===== src/rtl/abb_pkg.sv =====
package abb_pkg;

  // canvas and source limits
  localparam int unsigned MAX_CANVAS_WIDTH  = 256;
  localparam int unsigned MAX_CANVAS_HEIGHT = 256;
  localparam int unsigned MAX_SOURCE_SIDE   = 4096;

  localparam int unsigned X_BITS       = $clog2(MAX_CANVAS_WIDTH);
  localparam int unsigned Y_BITS       = $clog2(MAX_CANVAS_HEIGHT);
  localparam int unsigned FB_DEPTH     = MAX_CANVAS_WIDTH * MAX_CANVAS_HEIGHT;
  localparam int unsigned FB_ADDR_BITS = X_BITS + Y_BITS;
  localparam int unsigned PIXEL_BITS   = 32;

  // register field widths
  localparam int unsigned CANVAS_BITS = 9;
  localparam int unsigned DEST_BITS   = 16;
  localparam int unsigned SIDE_BITS   = 13;
  localparam int unsigned COUNT_BITS  = $clog2(MAX_SOURCE_SIDE);
  localparam int unsigned CFG_INDEX_BITS = 3;
  localparam int unsigned CFG_DATA_BITS  = 16;

  localparam logic [7:0] ALPHA_OPAQUE = 8'd255;
  localparam logic [7:0] BLEND_ROUND  = 8'd127;

  typedef enum logic [1:0] {
    OP_BLIT   = 2'd0,
    OP_WRITE  = 2'd1,
    OP_READ   = 2'd2,
    OP_UNUSED = 2'd3
  } op_t;

  typedef enum logic [CFG_INDEX_BITS-1:0] {
    REG_CANVAS_WIDTH  = 3'd0,
    REG_CANVAS_HEIGHT = 3'd1,
    REG_DEST_X        = 3'd2,
    REG_DEST_Y        = 3'd3,
    REG_SOURCE_WIDTH  = 3'd4,
    REG_SOURCE_HEIGHT = 3'd5
  } reg_index_t;

  typedef struct packed {
    logic [7:0] red;
    logic [7:0] green;
    logic [7:0] blue;
    logic [7:0] alpha;
  } pixel_t;

endpackage


===== src/rtl/abb_blend.sv =====
module abb_blend import abb_pkg::*; (
  input  pixel_t src,
  input  pixel_t dst,
  output pixel_t result
);

  // (s*a + d*(255-a) + 127) / 255, the divide done as (v + 1 + (v >> 8)) >> 8,
  // exact while the quotient stays below 256
  function automatic logic [7:0] mix(input logic [7:0] s, input logic [7:0] d,
                                     input logic [7:0] a);
    logic [16:0] v;
    logic [16:0] q;
    begin
      v = 17'(s * a) + 17'(d * (ALPHA_OPAQUE - a)) + 17'(BLEND_ROUND);
      q = v + 17'd1 + 17'(v[16:8]);
      mix = q[15:8];
    end
  endfunction

  always_comb begin
    result.red   = mix(src.red,   dst.red,   src.alpha);
    result.green = mix(src.green, dst.green, src.alpha);
    result.blue  = mix(src.blue,  dst.blue,  src.alpha);
    result.alpha = ALPHA_OPAQUE;
  end

endmodule


===== config.mk =====
export PLATFORM = sky130hd
export DESIGN_NAME = abb_blend
export DESIGN_NICKNAME = d
export VERILOG_FILES = /design/src/rtl/abb_pkg.sv /design/src/rtl/abb_blend.sv
export SDC_FILE = /design/constraint.sdc
export NUM_CORES = 1
export LEC_CHECK = 0
export BUFFER_PORTS_ARGS = -buffer_cell sky130_fd_sc_hd__buf_4
export CAP_MARGIN = 20
export CORE_MARGIN = 3
export CORE_UTILIZATION = 41
export DETAILED_ROUTE_END_ITERATION = 10
export PLACE_DENSITY = 0.56
export SLEW_MARGIN = 20
export SYNTH_ARGS = -nofsm -noshare
export SYNTH_HDL_FRONTEND = slang
export SYNTH_SLANG_ARGS = --single-unit

===== constraint.sdc =====
create_clock -name vclk -period 10.3
set_clock_uncertainty 0.2 [all_clocks]
set_input_delay 2.06 -clock vclk [all_inputs]
set_output_delay 2.06 -clock vclk [all_outputs]
set_load 0.1 [all_outputs]

==> report_table.html <==
<table>
<tr><th>Metric</th><th>Value</th></tr>
<tr><th colspan="2">Outcome</th></tr>
<tr><td>Status</td><td>finished, violations left</td></tr>
<tr><td>Failing checks</td><td>setup timing</td></tr>
<tr><th colspan="2">Setup path</th></tr>
<tr><td>Count of buffering cells on the critical path with inverters included</td><td>11</td></tr>
<tr><td>Type of destination of the critical path</td><td>primary output</td></tr>
<tr><td>Startpoint-to-endpoint class of the critical path</td><td>input pin to primary output</td></tr>
<tr><td>Data required time of the worst path</td><td>8.04 ns</td></tr>
<tr><td>Startpoint class of the critical path</td><td>input pin</td></tr>
<tr><td>Most Frequent Cell on Critical Path</td><td>sky130_fd_sc_hd__fa_1</td></tr>
<tr><td>Slowest cell on the critical path</td><td>sky130_fd_sc_hd__fa_1</td></tr>
<tr><td>Arrival time worst endpoint</td><td>8.75 ns</td></tr>
<tr><td>Crit-path max FO</td><td>6</td></tr>
<tr><td>Max incr delay on CP</td><td>0.54 ns</td></tr>
<tr><td>Cell type group with the largest total delay on the critical path</td><td>adder cells</td></tr>
<tr><th colspan="2">Timing</th></tr>
<tr><td>RSZ-0062 raised after global routing</td><td>true</td></tr>
<tr><td>Number of endpoints with negative hold slack in the final report</td><td>0</td></tr>
<tr><td>Final Setup Violations</td><td>24</td></tr>
<tr><td>Setup WS post-layout</td><td>-0.711 ns</td></tr>
<tr><td>Minimum period implied by the final worst setup slack</td><td>11.01 ns</td></tr>
<tr><td>Worst-Margin Slew</td><td>0.491 ns</td></tr>
<tr><td>Fraction of the cycle the final worst path needs</td><td>1.07</td></tr>
<tr><td>Worst slew margin relative to its limit</td><td>0.668</td></tr>
<tr><td>Pins over their slew limit</td><td>0</td></tr>
<tr><td>Fmax</td><td>90.8 MHz</td></tr>
<tr><th colspan="2">Die</th></tr>
<tr><td>Total Die Area</td><td>0.0393 mm2</td></tr>
<tr><td>Num ports</td><td>96</td></tr>
<tr><td>Initial standard-cell utilization of the core</td><td>0.421</td></tr>
<tr><td>Core Box Area</td><td>0.0360 mm2</td></tr>
<tr><td>Chip Height</td><td>198 um</td></tr>
<tr><td>Number of placement rows</td><td>69</td></tr>
<tr><td>X dimension of the die</td><td>198 um</td></tr>
<tr><th colspan="2">Layout</th></tr>
<tr><td>Layout overhead on the synthesized area</td><td>40.1%</td></tr>
<tr><td>Area taken by flip-flops and latches</td><td>0 um2</td></tr>
<tr><td>Total Nets Final</td><td>2673</td></tr>
<tr><td>Area of combinational cells with multiple inputs</td><td>0.0153 mm2</td></tr>
<tr><td>Sequential cell count</td><td>0</td></tr>
<tr><td>Commonest non-fill, non-tap cell in the layout</td><td>sky130_fd_sc_hd__inv_1</td></tr>
<tr><td>Share of cells above drive strength 1</td><td>0.324</td></tr>
<tr><td>Most used cells in the layout excluding fill and tap cells</td><td>371 x sky130_fd_sc_hd__inv_1, 341 x sky130_fd_sc_hd__buf_4, 300 x sky130_fd_sc_hd__fa_1, 167 x sky130_fd_sc_hd__ha_1, 108 x sky130_fd_sc_hd__nor2b_1</td></tr>
<tr><td>Number of filler instances in the final layout</td><td>3127</td></tr>
<tr><td>Number of clock buffer instances in the layout</td><td>0</td></tr>
<tr><th colspan="2">Synth</th></tr>
<tr><td>Per-instance average area after synthesis</td><td>8.80 um2</td></tr>
<tr><td>Proportion of synthesized chip area in sequential cells</td><td>0</td></tr>
<tr><td>Gate count after technology mapping</td><td>1722</td></tr>
<tr><td>Yosys warning count</td><td>0</td></tr>
<tr><td>Unique masters post-synth</td><td>75</td></tr>
<tr><td>Syn Std Cell Area</td><td>0.0151 mm2</td></tr>
<tr><th colspan="2">Global routing</th></tr>
<tr><td>GRT overflow</td><td>0</td></tr>
<tr><td>Initial antenna violation count</td><td>1</td></tr>
<tr><td>Largest net degree at the start of global routing</td><td>18</td></tr>
<tr><td>Total routing usage reported by global routing</td><td>0.212</td></tr>
<tr><td>Global-route wire length before repair</td><td>68500 um</td></tr>
<tr><td>Via count of the first global-routing pass</td><td>14100</td></tr>
<tr><th colspan="2">Clock tree</th></tr>
<tr><td>Count of hold buffers inserted by post-cts repair</td><td>0</td></tr>
<tr><th colspan="2">Routing</th></tr>
<tr><td>DRC marker count from the first detailed-route iteration</td><td>367</td></tr>
<tr><td>Routed len/inst</td><td>15.6 um</td></tr>
<tr><td>Via count</td><td>12500</td></tr>
<tr><td>Remaining routing DRC violations</td><td>0</td></tr>
<tr><td>Drt first pass iters</td><td>5</td></tr>
<tr><td>WL final</td><td>39900 um</td></tr>
<tr><td>Avg Vias per Cell</td><td>4.90</td></tr>
<tr><td>Residual antenna-violating net count after detailed routing</td><td>0</td></tr>
<tr><th colspan="2">Placed design</th></tr>
<tr><td>Estimated wirelength of the detail-placed design</td><td>33500 um</td></tr>
<tr><td>Final estimated routing congestion in global placement</td><td>0.862</td></tr>
<tr><td>Worst setup slack after placement</td><td>-0.939 ns</td></tr>
<tr><td>Count of input and output buffers</td><td>80</td></tr>
<tr><th colspan="2">Worst hold path</th></tr>
<tr><td>Worst hold-check path type</td><td>input pin to primary output</td></tr>
<tr><th colspan="2">Flow run</th></tr>
<tr><td>Count of maximum capacitance violations</td><td>0</td></tr>
</table>
final cells by class:
cell class	instances	share of cell area
inverters	399	0.0706
multi-input cells	1277	0.723
diodes	1	0.000118
repair buffers	416	0.179
well taps	461	0.0272
routing by layer:
metal	up-vias	wire [um]	GRT usage	part of all wire
met4	0	620	0.0260	0.016
met5	-	0	0	0
li1	5983	-	-	-
met3	38	1030	0.0124	0.026
met2	154	20500	0.389	0.51
met1	6339	17700	0.285	0.44
worst paths after layout:
check                from         end  slack [ns]  cells past startpoint
setup / recovery   src[5]  result[19]       -0.71                     31
hold / removal    src[24]  result[31]        5.23                     10
logic make-up after synthesis:
family                     after synthesis  share of synthesized area
AOI/OAI and AO/OA                      159                     0.0724
muxes                                    3                    0.00198
xor gates and xnor gates                59                     0.0368
adders and majority gates              515                      0.580
buffers and inverters                  452                      0.114
other                                    1                   0.000248
and+or+nand+nor                        533                      0.194
through the flow:
step                instances  area [um2]   util  hold slack, ns  TNS, ns
CTS                      2539       20700  0.575            5.23   -12.77
global placement         2496       19300  0.536            5.27   -18.82
finish                   2554       21200  0.590            5.23   -13.74
global route             2554       21200  0.590            5.33   -19.47
floorplan                1729       16500      -            4.72   -14.72
detailed placement       2496       19300  0.536            5.28   -20.09
what timing repair did:
action                     CTS  global route
buffers inserted            42            16
gates cloned                 2             1
setup endpoints to repair   24            24
pin swaps                  107            82
resized for setup          224            86
synthesized netlist by cell type, types with 4 or more instances:
cell type | count | area share
sky130_fd_sc_hd__nand2_1 | 115 | 0.028
sky130_fd_sc_hd__or2_2 | 4 | 0.0017
sky130_fd_sc_hd__and3_1 | 7 | 0.0029
sky130_fd_sc_hd__nand3_1 | 14 | 0.0046
sky130_fd_sc_hd__o211ai_1 | 6 | 0.0030
sky130_fd_sc_hd__clkbuf_1 | 43 | 0.011
sky130_fd_sc_hd__nand2b_1 | 86 | 0.036
sky130_fd_sc_hd__buf_4 | 8 | 0.0040
sky130_fd_sc_hd__or3_1 | 7 | 0.0029
sky130_fd_sc_hd__a21o_1 | 11 | 0.0055
sky130_fd_sc_hd__o21ai_0 | 21 | 0.0069
sky130_fd_sc_hd__a211oi_1 | 6 | 0.0030
sky130_fd_sc_hd__o21bai_1 | 7 | 0.0035
sky130_fd_sc_hd__nor2_1 | 42 | 0.010
sky130_fd_sc_hd__nor4b_1 | 4 | 0.0023
sky130_fd_sc_hd__nor2b_1 | 116 | 0.048
sky130_fd_sc_hd__inv_1 | 396 | 0.098
sky130_fd_sc_hd__xor2_1 | 24 | 0.014
sky130_fd_sc_hd__a31oi_1 | 5 | 0.0021
sky130_fd_sc_hd__xnor2_1 | 32 | 0.019
sky130_fd_sc_hd__fa_1 | 312 | 0.41
sky130_fd_sc_hd__a21oi_1 | 42 | 0.014
sky130_fd_sc_hd__o21a_1 | 7 | 0.0035
sky130_fd_sc_hd__o21ai_1 | 10 | 0.0033
sky130_fd_sc_hd__and2_1 | 107 | 0.044
sky130_fd_sc_hd__nand4_1 | 4 | 0.0017
sky130_fd_sc_hd__nor3_1 | 14 | 0.0046
sky130_fd_sc_hd__ha_1 | 203 | 0.17
Power is left out: the tool's default activity adds up to more than one toggle a clock period on the data nets, which glitch-free logic cannot reach.
